===== src/design/ptss_pkg.sv =====
`timescale 1ns / 1ps
`default_nettype none
// ----------------------------------------------------------------------------
// ptss_pkg
// Shared types and codes of the priority thread slot scheduler.
// ----------------------------------------------------------------------------
package ptss_pkg;

  typedef enum logic [2:0] {
    OP_CREATE  = 3'd0,
    OP_YIELD   = 3'd1,
    OP_EXIT    = 3'd2,
    OP_START   = 3'd3,
    OP_SET_PRI = 3'd4,
    OP_GET_PRI = 3'd5
  } op_e;

  typedef enum logic [1:0] {
    ST_FREE     = 2'd0,
    ST_RUNNABLE = 2'd1,
    ST_RUNNING  = 2'd2
  } slot_st_e;

  localparam logic [1:0] PRI_HIGH     = 2'd2;

  localparam logic [1:0] STAT_OK      = 2'd0;
  localparam logic [1:0] STAT_NO_SLOT = 2'd1;
  localparam logic [1:0] STAT_STARTED = 2'd2;

  typedef struct packed {
    logic [2:0] operation;
    logic [1:0] priority_req;
  } in_req_t;

  typedef struct packed {
    logic [1:0] status;
    logic [2:0] slot;
    logic       switched;
    logic [1:0] old_priority;
    logic       all_done;
  } out_rsp_t;

  // One slot table entry as held in memory.
  typedef struct packed {
    slot_st_e   st;
    logic [1:0] pri;
  } slot_entry_t;

  // Summary gathered by one pass over the slot table.
  typedef struct packed {
    logic       free_found;
    logic       best_found;
    logic       any_live;
    slot_st_e   cur_st;
    logic [1:0] cur_pri;
    logic [1:0] best_pri;
  } scan_flags_t;

endpackage : ptss_pkg
`default_nettype wire


===== src/design/ptss_slot_mem.sv =====
`timescale 1ns / 1ps
`default_nettype none
// ----------------------------------------------------------------------------
// ptss_slot_mem
// Slot table: one write port, one read port, registered read data.
// Per-entry valid flops make never-written entries read as free, priority 0.
// ----------------------------------------------------------------------------
module ptss_slot_mem #(
  parameter int unsigned DEPTH = 4,
  parameter int unsigned AW    = 2
) (
  input  wire logic                 clk_i,
  input  wire logic                 rst_ni,
  input  wire logic                 rd_en_i,
  input  wire logic [AW-1:0]        rd_addr_i,
  output ptss_pkg::slot_entry_t     rd_data_o,
  input  wire logic                 wr_en_i,
  input  wire logic [AW-1:0]        wr_addr_i,
  input  ptss_pkg::slot_entry_t     wr_data_i
);
  import ptss_pkg::*;

  slot_entry_t             mem_q [DEPTH];
  logic        [DEPTH-1:0] valid_q;
  slot_entry_t             rd_data_q;
  logic                    rd_vld_q;

  always_ff @(posedge clk_i) begin
    if (wr_en_i) begin
      mem_q[wr_addr_i] <= wr_data_i;
    end
    if (rd_en_i) begin
      rd_data_q <= mem_q[rd_addr_i];
    end
  end

  always_ff @(posedge clk_i or negedge rst_ni) begin
    if (!rst_ni) begin
      valid_q  <= '0;
      rd_vld_q <= 1'b0;
    end else begin
      if (wr_en_i) begin
        valid_q[wr_addr_i] <= 1'b1;
      end
      if (rd_en_i) begin
        rd_vld_q <= valid_q[rd_addr_i];
      end
    end
  end

  assign rd_data_o = rd_vld_q ? rd_data_q : slot_entry_t'('0);

endmodule : ptss_slot_mem
`default_nettype wire


===== src/design/ptss_scan.sv =====
`timescale 1ns / 1ps
`default_nettype none
// ----------------------------------------------------------------------------
// ptss_scan
// Walks the slot table one entry per enabled cycle: lowest free slot, best runnable
// slot (highest priority, ties to highest index), current slot's entry, and
// whether any slot stays live.
// ----------------------------------------------------------------------------
module ptss_scan #(
  parameter int unsigned IDX_W        = 2,
  parameter int unsigned CUR_W        = 3
) (
  input  wire logic               clk_i,
  input  wire logic               rst_ni,
  input  wire logic               clear_i,
  input  wire logic               en_i,
  input  wire logic [IDX_W-1:0]   idx_i,
  input  ptss_pkg::slot_entry_t   entry_i,
  input  wire logic [CUR_W-1:0]   cur_i,
  input  wire logic               exiting_i,
  output ptss_pkg::scan_flags_t   flags_o,
  output logic      [IDX_W-1:0]   free_idx_o,
  output logic      [IDX_W-1:0]   best_idx_o
);
  import ptss_pkg::*;

  scan_flags_t             flags_q;
  logic        [IDX_W-1:0] free_idx_q;
  logic        [IDX_W-1:0] best_idx_q;
  logic                    is_cur;
  slot_st_e                eff_st;

  assign is_cur = (CUR_W'(idx_i) == cur_i);

  // Exit frees the current slot; a running current slot competes as runnable.
  always_comb begin
    eff_st = entry_i.st;
    if (is_cur && exiting_i) begin
      eff_st = ST_FREE;
    end else if (is_cur && (entry_i.st == ST_RUNNING)) begin
      eff_st = ST_RUNNABLE;
    end
  end

  always_ff @(posedge clk_i or negedge rst_ni) begin
    if (!rst_ni) begin
      flags_q    <= '0;
      free_idx_q <= '0;
      best_idx_q <= '0;
    end else if (clear_i) begin
      flags_q    <= '0;
      free_idx_q <= '0;
      best_idx_q <= '0;
    end else if (en_i) begin
      if (is_cur) begin
        flags_q.cur_st  <= entry_i.st;
        flags_q.cur_pri <= entry_i.pri;
      end
      if ((entry_i.st == ST_FREE) && !flags_q.free_found) begin
        flags_q.free_found <= 1'b1;
        free_idx_q         <= idx_i;
      end
      if ((eff_st == ST_RUNNABLE) && (entry_i.pri >= flags_q.best_pri)) begin
        flags_q.best_found <= 1'b1;
        flags_q.best_pri   <= entry_i.pri;
        best_idx_q         <= idx_i;
      end
      if (eff_st != ST_FREE) begin
        flags_q.any_live <= 1'b1;
      end
    end
  end

  assign flags_o    = flags_q;
  assign free_idx_o = free_idx_q;
  assign best_idx_o = best_idx_q;

endmodule : ptss_scan
`default_nettype wire


===== src/design/priority_thread_slot_scheduler_top.sv =====
`timescale 1ns / 1ps
`default_nettype none
// ----------------------------------------------------------------------------
// priority_thread_slot_scheduler_top
// Static-priority thread slot scheduler over a memory-held slot table.
// ----------------------------------------------------------------------------
// One transaction in, one result out. Create, yield, exit, start (first time)
// and set/get priority read the whole slot table through its single read
// port, one entry per cycle, then write back at most two entries in S_WR_CUR
// and S_WR_BEST, where the result is worked out, before S_OUT passes it to
// the result register; the next transaction is accepted back in S_IDLE. A
// repeated start or an unknown operation goes from S_IDLE straight to S_OUT.
// S_OUT waits while a stalled result still holds the output register. One
// transaction is in flight at a time; the result register holds a finished
// result while the next transaction is accepted.
module priority_thread_slot_scheduler_top #(
  parameter int unsigned THREAD_SLOTS = 4
) (
  input  wire logic          clk_i,
  input  wire logic          rst_ni,
  input  wire logic          in_valid_i,
  output logic               in_stall_o,
  input  ptss_pkg::in_req_t  in_data_i,
  output logic               out_valid_o,
  input  wire logic          out_stall_i,
  output ptss_pkg::out_rsp_t out_data_o
);
  import ptss_pkg::*;

  localparam int unsigned IdxW = $clog2(THREAD_SLOTS);
  localparam int unsigned CurW = $clog2(THREAD_SLOTS + 1);
  localparam logic [IdxW-1:0] LastIdx  = IdxW'(THREAD_SLOTS - 1);
  localparam logic [CurW-1:0] CurNone  = CurW'(THREAD_SLOTS);
  localparam logic [2:0]      SlotNone = 3'(THREAD_SLOTS);

  localparam logic [2:0] S_IDLE    = 3'd0;
  localparam logic [2:0] S_SCAN    = 3'd1;
  localparam logic [2:0] S_WR_CUR  = 3'd2;
  localparam logic [2:0] S_WR_BEST = 3'd3;
  localparam logic [2:0] S_OUT     = 3'd4;

  logic [2:0]      state_q, state_d;
  logic [2:0]      op_q;
  logic [1:0]      pri_q;
  logic            started_q;
  logic [CurW-1:0] cur_q;
  logic            rd_on_q;
  logic [IdxW-1:0] rd_idx_q;
  logic            pv_q;
  logic [IdxW-1:0] p_idx_q;
  out_rsp_t        res_q;
  logic            out_valid_q;
  out_rsp_t        out_data_q;

  logic            accept;
  logic            acc_scan;
  logic [1:0]      pri_sat;
  logic            cur_valid;
  logic [IdxW-1:0] cur_idx;
  logic            is_create, is_exit, is_pri_op, sched, best_sw;
  logic [CurW-1:0] best_ext, new_cur;
  logic            out_free;

  logic            rd_en;
  slot_entry_t     rd_data;
  logic            wr_en;
  logic [IdxW-1:0] wr_addr;
  slot_entry_t     wr_data;

  scan_flags_t     flags;
  logic [IdxW-1:0] free_idx, best_idx;

  assign in_stall_o = (state_q != S_IDLE);
  assign accept     = in_valid_i && !in_stall_o;
  assign pri_sat    = (in_data_i.priority_req > PRI_HIGH) ? PRI_HIGH : in_data_i.priority_req;
  assign out_free   = !out_valid_q || !out_stall_i;

  always_comb begin
    unique case (in_data_i.operation) inside
      OP_START:                                   acc_scan = !started_q;
      OP_CREATE, OP_YIELD, OP_EXIT, OP_SET_PRI,
      OP_GET_PRI:                                 acc_scan = 1'b1;
      default:                                    acc_scan = 1'b0;
    endcase
  end

  assign cur_valid = (cur_q < CurNone);
  assign cur_idx   = cur_q[IdxW-1:0];
  assign is_create = (op_q == OP_CREATE);
  assign is_exit   = (op_q == OP_EXIT);
  assign is_pri_op = (op_q == OP_SET_PRI) || (op_q == OP_GET_PRI);
  assign sched     = (op_q == OP_YIELD) || (op_q == OP_START) || (is_exit && flags.any_live);
  assign best_sw   = sched && flags.best_found;
  assign best_ext  = CurW'(best_idx);

  always_comb begin
    new_cur = cur_q;
    if (best_sw) begin
      new_cur = best_ext;
    end else if (is_exit && !flags.any_live) begin
      new_cur = CurNone;
    end
  end

  // ---------------------------------------------------------------------------
  // Slot table and scan
  // ---------------------------------------------------------------------------
  assign rd_en = (state_q == S_SCAN) && rd_on_q;

  ptss_slot_mem #(
    .DEPTH (THREAD_SLOTS),
    .AW    (IdxW)
  ) u_mem (
    .clk_i     (clk_i),
    .rst_ni    (rst_ni),
    .rd_en_i   (rd_en),
    .rd_addr_i (rd_idx_q),
    .rd_data_o (rd_data),
    .wr_en_i   (wr_en),
    .wr_addr_i (wr_addr),
    .wr_data_i (wr_data)
  );

  ptss_scan #(
    .IDX_W        (IdxW),
    .CUR_W        (CurW)
  ) u_scan (
    .clk_i      (clk_i),
    .rst_ni     (rst_ni),
    .clear_i    (accept),
    .en_i       (pv_q),
    .idx_i      (p_idx_q),
    .entry_i    (rd_data),
    .cur_i      (cur_q),
    .exiting_i  (is_exit),
    .flags_o    (flags),
    .free_idx_o (free_idx),
    .best_idx_o (best_idx)
  );

  // Write-back: no reads are issued in the write states, so no forwarding.
  always_comb begin
    wr_en   = 1'b0;
    wr_addr = cur_idx;
    wr_data = '{st: flags.cur_st, pri: flags.cur_pri};
    unique case (state_q)
      S_WR_CUR: begin
        unique case (op_q) inside
          OP_CREATE: begin
            wr_en   = flags.free_found;
            wr_addr = free_idx;
            wr_data = '{st: ST_RUNNABLE, pri: pri_q};
          end
          OP_EXIT: begin
            wr_en   = cur_valid;
            wr_data = '{st: ST_FREE, pri: flags.cur_pri};
          end
          OP_SET_PRI: begin
            wr_en   = cur_valid;
            wr_data = '{st: flags.cur_st, pri: pri_q};
          end
          OP_YIELD, OP_START: begin
            // running current slot steps back when another slot takes over
            wr_en   = cur_valid && (flags.cur_st == ST_RUNNING) && best_sw &&
                      (best_ext != cur_q);
            wr_data = '{st: ST_RUNNABLE, pri: flags.cur_pri};
          end
          default: begin
          end
        endcase
      end
      S_WR_BEST: begin
        wr_en   = best_sw;
        wr_addr = best_idx;
        wr_data = '{st: ST_RUNNING, pri: flags.best_pri};
      end
      default: begin
      end
    endcase
  end

  // ---------------------------------------------------------------------------
  // Sequencer
  // ---------------------------------------------------------------------------
  always_comb begin
    state_d = state_q;
    unique case (state_q)
      S_IDLE:    if (accept) state_d = acc_scan ? S_SCAN : S_OUT;
      S_SCAN:    if (pv_q && (p_idx_q == LastIdx)) state_d = S_WR_CUR;
      S_WR_CUR:  state_d = S_WR_BEST;
      S_WR_BEST: state_d = S_OUT;
      S_OUT:     if (out_free) state_d = S_IDLE;
      default:   state_d = S_IDLE;
    endcase
  end

  always_ff @(posedge clk_i or negedge rst_ni) begin
    if (!rst_ni) begin
      state_q     <= S_IDLE;
      started_q   <= 1'b0;
      cur_q       <= CurNone;
      rd_on_q     <= 1'b0;
      rd_idx_q    <= '0;
      pv_q        <= 1'b0;
      out_valid_q <= 1'b0;
    end else begin
      state_q <= state_d;
      pv_q    <= rd_en;
      if (accept) begin
        rd_on_q  <= acc_scan;
        rd_idx_q <= '0;
        if (in_data_i.operation == OP_START) begin
          started_q <= 1'b1;
        end
      end else if (rd_en) begin
        if (rd_idx_q == LastIdx) begin
          rd_on_q <= 1'b0;
        end else begin
          rd_idx_q <= rd_idx_q + 1'b1;
        end
      end
      if (state_q == S_WR_BEST) begin
        cur_q <= new_cur;
      end
      if ((state_q == S_OUT) && out_free) begin
        out_valid_q <= 1'b1;
      end else if (!out_stall_i) begin
        out_valid_q <= 1'b0;
      end
    end
  end

  always_ff @(posedge clk_i) begin
    p_idx_q <= rd_idx_q;
    if (accept) begin
      op_q  <= in_data_i.operation;
      pri_q <= pri_sat;
      // results of transactions that skip the scan
      res_q.status       <= ((in_data_i.operation == OP_START) && started_q) ?
                            STAT_STARTED : STAT_OK;
      res_q.slot         <= 3'(cur_q);
      res_q.switched     <= 1'b0;
      res_q.old_priority <= '0;
      res_q.all_done     <= 1'b0;
    end else if (state_q == S_WR_BEST) begin
      res_q.status       <= (is_create && !flags.free_found) ? STAT_NO_SLOT : STAT_OK;
      res_q.slot         <= is_create ? (flags.free_found ? 3'(free_idx) : SlotNone)
                                      : 3'(new_cur);
      res_q.switched     <= best_sw && (best_ext != cur_q);
      res_q.old_priority <= (is_pri_op && cur_valid) ? flags.cur_pri : 2'd0;
      res_q.all_done     <= is_exit && !flags.any_live;
    end
    if ((state_q == S_OUT) && out_free) begin
      out_data_q <= res_q;
    end
  end

  assign out_valid_o = out_valid_q;
  assign out_data_o  = out_data_q;

  // ---------------------------------------------------------------------------
  // Assertions
  // ---------------------------------------------------------------------------
  a_no_wr_in_scan: assert property (@(posedge clk_i) disable iff (!rst_ni)
    (state_q == S_SCAN) |-> !wr_en)
    else $error("slot table written during scan");

  a_cur_range: assert property (@(posedge clk_i) disable iff (!rst_ni)
    cur_q <= CurNone)
    else $error("current slot out of range");

  a_started_sticky: assert property (@(posedge clk_i) disable iff (!rst_ni)
    started_q |=> started_q)
    else $error("started flag cleared");

  a_wr_after_scan: assert property (@(posedge clk_i) disable iff (!rst_ni)
    (state_q == S_WR_CUR) |-> ($past(state_q) == S_SCAN) && !rd_on_q)
    else $error("write-back entered before scan finished");

  a_done_none: assert property (@(posedge clk_i) disable iff (!rst_ni)
    (out_valid_o && out_data_o.all_done) |->
      (out_data_o.slot == SlotNone) && !out_data_o.switched)
    else $error("all-done result names a slot");

endmodule : priority_thread_slot_scheduler_top
`default_nettype wire

===== config.mk =====
export PLATFORM = sky130hd
export DESIGN_NAME = priority_thread_slot_scheduler_top
export DESIGN_NICKNAME = d
export VERILOG_FILES = /design/src/design/ptss_pkg.sv /design/src/design/ptss_slot_mem.sv /design/src/design/ptss_scan.sv /design/src/design/priority_thread_slot_scheduler_top.sv
export SDC_FILE = /design/constraint.sdc
export NUM_CORES = 1
export LEC_CHECK = 0
export BUFFER_PORTS_ARGS = -buffer_cell sky130_fd_sc_hd__buf_2
export CAP_MARGIN = 20
export CORE_MARGIN = 3
export CORE_UTILIZATION = 55
export CTS_CLUSTER_DIAMETER = 200
export DETAILED_ROUTE_END_ITERATION = 16
export PLACE_DENSITY = 0.73
export SLEW_MARGIN = 20
export SYNTH_ARGS = -nofsm -noshare
export SYNTH_HDL_FRONTEND = slang
export SYNTH_SLANG_ARGS = --single-unit

===== constraint.sdc =====
create_clock -name clk_i -period 4.8 [get_ports clk_i]
set_input_delay 0.24 -clock clk_i [delete_from_list [all_inputs] [get_ports clk_i]]
set_output_delay 0.24 -clock clk_i [all_outputs]
set_load 0.02 [all_outputs]

==> run_results.csv, run 1 <==
group,metric,value,unit
cts,clock_latency,360,ps
synth,synth_cells,280,
setup_path,regToRegSetupSlack,2080,ps
cts,clk_pin_slew,80,ps
synth,synth-main-ff-cell,"edfxtp_1",
placement,place_ws,2160,ps
route,drtAntennaViolNets,0,
placement,port-buffer-count,19,
synth,synth.distinct_cells,49,
cts,cts.sinks,75,
setup_path,timing.rr.end,"u_mem.mem_q[2][0]",
setup_path,crit_end,"u_mem.mem_q[2][0]",
setup_path,cp_data_arrival_time,2710,ps
floorplan,ios,20,
global_route,grt_max_degree,31,
global_route,grtUsageTotal,21.8,%
timing,min_period,2720,ps
finish,layout.nets,310,
timing,max_slew_margin,29.0,%
cts,clockBufferDepth,2,
synth,ys_seq_elements,75,
finish,area_delta_synth_final,10.3,%
power_and_ir_drop,powerDensity,468,nW/um^2
setup_path,startpoint,"state_q[2]",
synth,avgSynthCellArea,11.9,um^2
route,dr_total_vias,2259,
finish,drive_gt1_share,16.8,%
timing,post-route-period-util,56.6,%
setup_path,cp-start-kind,"flop",
global_route,use_met3,5.53,%
setup_path,rr_worst_depth,4,
finish,finalNonFillerCells,375,
route,dr.pass1.iters,4,
finish,diodes,0,
timing,setup_violations,0,
placement,place_inst,358,
power_and_ir_drop,p_leak,1.43,nW
cts,tritoncts,"built",
setup_path,path_class,"reg -> reg",
route,wirelength,7.13,mm
global_route,met2_usage,32.0,%
global_route,antenna_found_initial,0,
run,cap_violations,0,
power_and_ir_drop,irDropWorstVdd,0.349,mV
global_route,grtUsageMet1,30.7,%
floorplan,row_count,27,
timing,worst_slew_pin_slew,1070,ps
global_route,grt_pass1_vias,2271,
global_route,overflow,0,
floorplan,die_y,83.9,um
worst_hold_path,hold_path_class,"in -> reg",
synth,synth_edf_count,39,
timing,layout_setup_ws,2080,ps
floorplan,dieArea,7040,um^2
floorplan,die_w,83.9,um
timing,timing_hold_violations_final,0,
synth,synth_nets,292,
placement,place.gp.congestion,0.865,
global_route,top_usage_layer,"met2",
cts,cts_buffers,9,
global_route,grt_first_pass_wirelength,11.6,mm
route,drtIter0Drc,129,
timing,final_max_slew_viol_count,0,
synth,synth_area,3340,um^2
floorplan,core,5680,um^2
synth,yosysWarnings,0,
finish,multi_input_comb_area,1220,um^2
route,wire_per_inst,19.0,um
placement,dpl.hpwl,5.11,mm
floorplan,start_util,58.8,%
setup_path,worstPathRequired,4790,ps
cts,cts_root_buffer,"clkbuf_8",
cts,cts_max_level,3,
timing,timing.fmax,368,MHz
finish,nFillCells,451,
finish,postLayoutCoreUtil,64.9,%
route,routed_via_density,6.02,
synth,synth_async_sr_flop_share,40.0,%
setup_path,end_kind,"flop",
setup_path,cp_max_fo,12,
synth,ys_seq_area_share,61.2,%
setup_path,r2r-start,"state_q[2]",
cts,post_cts.repair.setup_buffers,0,
status,status,"completed",
finish,regArea,2040,um^2
timing,rsz0062_at_grt,"no",
timing,final.setup_skew,11.2,ps
timing,fin_setup_tns,0,ps
power_and_ir_drop,p_total,1.72,mW
route,drc_errors,0,
flip-flops by register name (all words and copies together) (netlist names), 3 cells and up:
register	count
u_mem.mem_q	16
u_scan.flags_o	9
u_mem.rd_data_q	4
op_q	3
res_q	9
u_mem.valid_q	4
cur_q	3
out_data_o	9
state_q	3
kinds of logic (layout without fill, tap and decap cells):
group / after synthesis / after routing / share of synthesized area [%]
AOI/OAI and AO/OA: 66 / 66 / 13.0
adders and majority gates: 3 / 3 / 1.12
muxes: 9 / 9 / 4.61
and+or+nand+nor: 101 / 101 / 16.0
DFF: 75 / 75 / 61.2
buffers and inverters: 21 / 44 / 2.74
xor gates and xnor gates: 5 / 5 / 1.31
layer usage:
metal	share of wire [%]	up-vias
li1	-	1077
met1	43	1086
met2	46	84
met3	9.0	12
met4	1.6	0
met5	0	-
worst max-delay path: stages (launching register included):
cell      delay [ps]
dfrtp_1          490
nand2b_1         370
nor2_1           650
a221oi_1         280
nor3_1           560
cell usage after synthesis, types with 3 or more instances:
cell,number,area (um^2)
clkbuf_1,6,22.5
or2_2,3,18.8
dfxtp_1,6,120
edfxtp_1,39,1170
buf_2,7,35.0
a31oi_1,3,18.8
mux4_2,5,113
a21oi_1,19,95.1
o31ai_1,6,45.0
a22o_1,5,43.8
o21ai_0,14,70.1
nand2_1,23,86.3
nor3_1,13,65.1
dfrtp_1,29,726
and2_1,3,18.8
a22oi_1,8,60.1
ha_1,3,37.5
nand2b_1,4,25.0
mux2i_1,3,30.0
xor2_1,4,35.0
nor2_1,24,90.1
inv_1,7,26.3
nor2b_1,5,31.3
nand3_1,9,45.0
worst min path at each step:
stage	from	to	cells after the start
final	in_data_i[1]	pri_q[1]	1
after global routing	in_data_i[1]	pri_q[1]	1
after CTS	in_data_i[1]	pri_q[1]	1
after detailed placement	rst_ni	u_scan.flags_o[0]	1
after global placement	rst_ni	u_scan.flags_o[2]	1
after floorplan	rst_ni	cur_q[0]	0
metrics by stage:
stage               hold slack [ps]  cell area [um^2]
floorplan                     -55.6              3340
global placement                318              3470
finish                         80.4              3680
global route                   68.2              3680
detailed placement              319              3470
CTS                            68.6              3670
cells in the final DEF (no fill, tap or decap), types with 6 or more instances in the layout:
master,netlist,routed
o21ai_0,14,14
a22oi_1,8,8
dfxtp_1,6,6
inv_1,7,7
a21oi_1,19,19
nand3_1,9,9
clkbuf_8,0,10
dfrtp_1,29,29
nor3_1,13,13
nand2_1,23,23
edfxtp_1,39,39
nor2_1,24,24
buf_2,7,19
o31ai_1,6,6
where the power goes:
part / switching, mW / internal, mW / leakage (nW)
Clock: 0.234 / 0.232 / 0.101
Sequential: 0.134 / 0.786 / 0.814
Combinational: 0.194 / 0.141 / 0.516
Total: 0.562 / 1.16 / 1.43
area by class of cell:
class	instances	share of cell area [%]
flip-flops and latches	75	55.5
multi-input cells	184	33.1
clock buffers	12	4.52
repair buffers	21	3.06
well taps	72	2.45
inverters	7	0.714
clock inverters	4	0.646
what timing repair did:
item / 4_1_cts / 5_1_grt
hold endpoints to repair: 29 / 0
resized for setup: 0 / 0
endpoints found under the setup margin: 0 / 0
hold buffers: 1 / 0
Note: power is estimated with default switching activity, not from simulation.
==> run 2, diff against run 1 <==
- clock period: 4.8 -> 2.7 ns (I/O delays scaled with it)
==> run 2 against run 1 <==
Global-route usage is 0.77 points higher. Highest routed layer unchanged. Die area unchanged. Critical path type unchanged. Utilization is 2.2 points higher. Critical path depth grew 1. Clock-buffer cell count fell by 2. Cell count increased by 2.7%. Largest cell class unchanged.
==> run_results.csv, run 2 (synthesis gave the netlist of run 1 again) <==
group,metric,value,unit
floorplan,ios,20,
power_and_ir_drop,combPwrFrac,18.4,%
setup_path,cpPeakStageDelay,530,ps
worst_hold_path,hold_end,"out_valid_o",
finish,area_delta_synth_final,14.1,%
placement,dpl_cell_area,3520,um^2
setup_path,r2r-start,"state_q[1]",
route,wirelength,7.26,mm
cts,cts_root_buffer,"clkbuf_8",
setup_path,timing.rr.end,"u_mem.mem_q[0][3]",
status,status,"completed",
finish,drive_gt1_share,18.2,%
setup_path,worstPathRequired,2680,ps
finish,largest_reg_flops,16,
setup_path,cp_max_fo,10,
worst_hold_path,whs_path_depth,3,
cts,clock_latency,350,ps
floorplan,die_y,83.9,um
placement,place_inst,364,
power_and_ir_drop,power.share.switching,30.7,%
worst_hold_path,hold_path_class,"in -> reg",
timing,min_period,2420,ps
setup_path,end_kind,"flop",
cts,cts_buffers,9,
timing,final_max_slew_viol_count,0,
route,drtAntennaViolNets,0,
timing,fin_setup_tns,0,ps
power_and_ir_drop,power_frac_seq,50.0,%
finish,top_register,"u_mem.mem_q",
cts,clk_pin_slew,80,ps
finish,final_cell_mix,"edfxtp_1, dfrtp_1, nor2_1",
global_route,overflow,0,
cts,clockBufferDepth,2,
floorplan,core,5680,um^2
timing,final.setup_skew,5.71,ps
finish,diodes,0,
worst_hold_path,hold_start,"out_stall_i",
global_route,grt_pass1_vias,2369,
global_route,grt_first_pass_wirelength,12.3,mm
run,cap_violations,0,
route,dr.pass1.iters,4,
global_route,grt_max_degree,31,
setup_path,cp-start-kind,"flop",
global_route,grtUsageTotal,22.6,%
finish,layout.nets,320,
floorplan,dieArea,7040,um^2
timing,worst_slew_pin_slew,706,ps
placement,place.gp.congestion,0.949,
floorplan,die_w,83.9,um
cts,tritoncts,"built",
timing,max_slew_margin,52.9,%
placement,dpl.hpwl,5.20,mm
placement,port-buffer-count,19,
finish,postLayoutCoreUtil,67.1,%
power_and_ir_drop,powerDensity,861,nW/um^2
power_and_ir_drop,p_leak,1.50,nW
finish,finalNonFillerCells,385,
timing,post-route-period-util,89.8,%
setup_path,path_class,"reg -> reg",
timing,setup_violations,0,
timing,timing_hold_violations_final,0,
setup_path,regToRegSetupSlack,280,ps
setup_path,rr_worst_depth,5,
finish,final_common_cell,"edfxtp_1",
power_and_ir_drop,clockPowerShare,31.6,%
route,drc_errors,0,
timing,rsz0062_at_grt,"no",
setup_path,critical_path_buf_inv_count,0,
setup_path,slowest_stage,"nor3_1",
power_and_ir_drop,p_sw,1.01,mW
power_and_ir_drop,irDropWorstVdd,0.602,mV
floorplan,row_count,27,
route,drtIter0Drc,180,
power_and_ir_drop,p_int,2.27,mW
setup_path,path_cells,"nor2b_1 -> nand2_1 -> nor2_1 -> nor3_2 -> nor3_1",
global_route,antenna_found_initial,0,
setup_path,cp_data_arrival_time,2410,ps
cts,cts.sinks,75,
route,routed_via_density,6.13,
setup_path,path_delay_family,"simple AND/OR/NAND/NOR gates",
finish,fin_area,3810,um^2
cts,cts_max_level,3,
route,wire_per_inst,18.9,um
floorplan,start_util,58.8,%
timing,timing.fmax,413,MHz
route,dr_total_vias,2361,
-- run 2: final cells by class --
| type | instances | area, um^2 |
|---|---|---|
| Clock buffer | 10 | 128 |
| Clock inverter | 6 | 113 |
| Fill cell | 433 | 1870 |
| Inverter | 7 | 26.3 |
| Multi-Input combinational cell | 184 | 1210 |
| Sequential cell | 75 | 2040 |
| Tap cell | 72 | 90.1 |
| Timing Repair Buffer | 31 | 198 |
-- run 2: per-stage QoR --
step	power [mW]	worst slack [ps]	hold WS [ps]
floorplan	2.04	586	-161
global placement	2.23	426	200
detailed placement	2.25	317	226
CTS	3.29	299	16.2
global route	3.46	31.6	41.5
finish	3.28	276	25.4
-- run 2: power groups by stage --
stage	sequential (mW)	combinational (mW)	clock [mW]
after floorplan	1.53	0.513	0
after global placement	1.65	0.585	0
after detailed placement	1.66	0.596	0
after CTS	1.63	0.606	1.05
after global routing	1.67	0.684	1.11
final	1.64	0.603	1.04
-- run 2: worst max-delay path by stage --
| stage | startpoint | depth (start not counted) | to | slack [ps] |
|---|---|---|---|---|
| final | state_q[1] | 5 | u_mem.mem_q[0][3] | 280 |
| after floorplan | op_q[2] | 6 | u_mem.mem_q[0][0] | 590 |
| after detailed placement | state_q[1] | 5 | u_mem.mem_q[0][2] | 320 |
| after global placement | state_q[1] | 5 | u_mem.mem_q[0][3] | 430 |
| after CTS | state_q[1] | 5 | u_mem.mem_q[0][3] | 300 |
| after global routing | state_q[1] | 5 | u_mem.mem_q[0][2] | 30 |
-- run 2: worst register-to-register path, delay by kind of cell (launching register included) --
kind          cells  cell delay, ps
flops             1             510
simple gates      5            1540
-- run 2: layer usage --
layer	wire length [um]	track usage, %	up-vias
met5	0	0	-
met4	145	9.65	0
met3	415	5.03	13
met2	3460	34.5	74
met1	3250	31.2	1173
li1	-	-	1101
-- run 2: repair_timing --
item	in CTS	in global routing
resized for setup	0	0
setup buffers	0	0
hold buffers	5	0
endpoints found under the hold margin	33	0
endpoints found under the setup margin	0	0
==> run 3, diff against run 2 <==
- CORE_ASPECT_RATIO: unset -> 2
==> run 3 against run 2 <==
Setup slack better by 62 ps. Utilization down 0.68 points. Clock-buffer cell count unchanged. Global-route usage up 0.69 points. Fmax up 2.6%. Combinational power up 8.0%. Sequential share of layout area down 0.68 points. Die area up 0.81%. Hold slack worse by 4.9 ps. Sequential power about the same. Register-to-register slack better by 60 ps. Largest cell class unchanged. Highest routed layer unchanged.
==> run_results.csv, run 3 (synthesis gave the netlist of run 1 again) <==
group,metric,value,unit
power_and_ir_drop,powerDensity,891,nW/um^2
cts,tritoncts,"built",
cts,cts_root_buffer,"clkbuf_16",
cts,cts_max_level,3,
cts,cts.sinks,75,
finish,area_delta_synth_final,15.5,%
setup_path,worstPathRequired,2670,ps
timing,setup_violations,0,
global_route,grt_first_pass_wirelength,11.7,mm
worst_hold_path,hold_path_class,"in -> reg",
timing,worst_slew_pin_slew,709,ps
finish,final_cell_mix,"edfxtp_1, dfrtp_1, nor2_1",
floorplan,die_y,116,um
setup_path,path_class,"reg -> reg",
global_route,overflow,0,
finish,largest_reg_flops,16,
cts,cts_buffers,9,
timing,timing.fmax,423,MHz
route,wl_met1,2.41,mm
setup_path,cp_max_fo,10,
timing,timing_hold_violations_final,0,
finish,multi_input_comb_area,1210,um^2
route,drc_errors,0,
power_and_ir_drop,power.share.switching,29.8,%
global_route,grt_pass1_vias,2362,
power_and_ir_drop,p_sw,1.02,mW
setup_path,timing.rr.end,"u_mem.mem_q[0][3]",
setup_path,end_kind,"flop",
cts,clock_latency,330,ps
route,dr_total_vias,2300,
power_and_ir_drop,combPwrFrac,18.9,%
timing,post-route-period-util,87.5,%
route,dr.pass1.iters,4,
setup_path,regToRegSetupSlack,340,ps
timing,max_slew_margin,52.7,%
placement,port-buffer-count,19,
timing,layout_setup_ws,338,ps
floorplan,row_count,39,
placement,dpl.hpwl,5.32,mm
power_and_ir_drop,p_leak,1.52,nW
route,highest_layer,"met4",
power_and_ir_drop,irDropWorstVdd,0.798,mV
floorplan,start_util,57.5,%
placement,place_inst,355,
route,wire_per_inst,18.6,um
cts,clockBufferDepth,2,
power_and_ir_drop,power_frac_seq,46.9,%
finish,finalNonFillerCells,374,
timing,fin_setup_tns,0,ps
worst_hold_path,hold_start,"in_data_i[3]",
floorplan,dieArea,7100,um^2
floorplan,core,5810,um^2
timing,holdWs,20.5,ps
timing,rsz0062_at_grt,"no",
power_and_ir_drop,p_int,2.41,mW
cts,clk_pin_slew,60,ps
status,status,"completed",
finish,drive_gt1_share,19.5,%
global_route,grtUsageTotal,23.3,%
finish,fin_area,3860,um^2
global_route,grt_max_degree,31,
route,drtAntennaViolNets,0,
finish,diodes,0,
worst_hold_path,hold_end,"op_q[1]",
timing,final.setup_skew,5.56,ps
power_and_ir_drop,clockPowerShare,34.1,%
finish,regArea,2040,um^2
setup_path,cp_data_arrival_time,2330,ps
finish,final_common_cell,"edfxtp_1",
floorplan,die_w,61.1,um
route,wl_met2,3.81,mm
route,wirelength,6.97,mm
timing,final_max_slew_viol_count,0,
setup_path,r2r-start,"state_q[1]",
route,routed_via_density,6.15,
worst_hold_path,whs_path_depth,1,
floorplan,ios,20,
finish,nFillCells,449,
setup_path,rr_worst_depth,5,
placement,dpl_cell_area,3520,um^2
finish,top_register,"u_mem.mem_q",
placement,place_ws,346,ps
route,drtIter0Drc,145,
setup_path,cp-start-kind,"flop",
timing,min_period,2360,ps
run,cap_violations,0,
placement,place.gp.congestion,0.914,
finish,layout.nets,320,
route,wl_met3,334,um
global_route,antenna_found_initial,0,
run 3: changes by cell type in the layout (fill, tap and decap cells not counted), sizes merged:
cell         before  now
clkinvlp          0    2
dlygate4sd3       5    3
bufinv            3    1
buf              26   28
run 3: cell type report:
class	count	area share (%)
flip-flops and latches	75	53.0
repair buffers	31	5.00
inverters	7	0.681
clock inverters	6	1.65
clock buffers	10	6.20
multi-input cells	184	31.5
well taps	61	1.98
run 3: what timing repair did:
| action | in CTS | in global routing |
|---|---|---|
| hold buffers | 3 | 0 |
| gates resized for setup | 0 | 1 |
| hold endpoints to repair | 31 | 0 |
| endpoints found under the setup margin | 0 | 1 |
| buffers inserted | 0 | 0 |
run 3: through the flow:
step           power [mW]  utilization (%)
4_1_cts              3.47             66.3
2_1_floorplan        2.04                -
3_5_place_dp         2.29             60.6
3_3_place_gp         2.27             60.6
5_1_grt              3.61             66.4
6_report             3.43             66.4
run 3: worst max-delay path by stage:
stage | from | endpoint | slack (ps) | cells after the start
3_5_place_dp | state_q[1] | u_mem.mem_q[0][1] | 350 | 5
2_1_floorplan | op_q[2] | u_mem.mem_q[0][0] | 590 | 6
3_3_place_gp | op_q[0] | u_mem.mem_q[1][0] | 440 | 5
4_1_cts | state_q[1] | u_mem.mem_q[0][3] | 340 | 5
5_1_grt | state_q[1] | u_mem.mem_q[0][3] | 50 | 5
6_report | state_q[1] | u_mem.mem_q[0][3] | 340 | 5
run 3: power groups by stage:
stage          Sequential, mW  Combinational (mW)  Clock [mW]
2_1_floorplan            1.53               0.513           0
3_3_place_gp             1.63               0.638           0
3_5_place_dp             1.64               0.651           0
4_1_cts                  1.62               0.659        1.20
5_1_grt                  1.64               0.728        1.24
6_report                 1.61               0.651        1.17
run 3: per-layer routing:
metal	up-vias	track usage, %
met5	-	0
met4	0	16.1
met3	26	6.42
met2	76	37.9
met1	1099	25.1
li1	1099	-
run 3: worst max-delay path, cell delays in order, from the launching register on:
cell,delay (ps)
dfrtp_1,510
nor2b_1,280
nand2_1,220
nor2_1,330
nor3_2,150
nor3_1,500
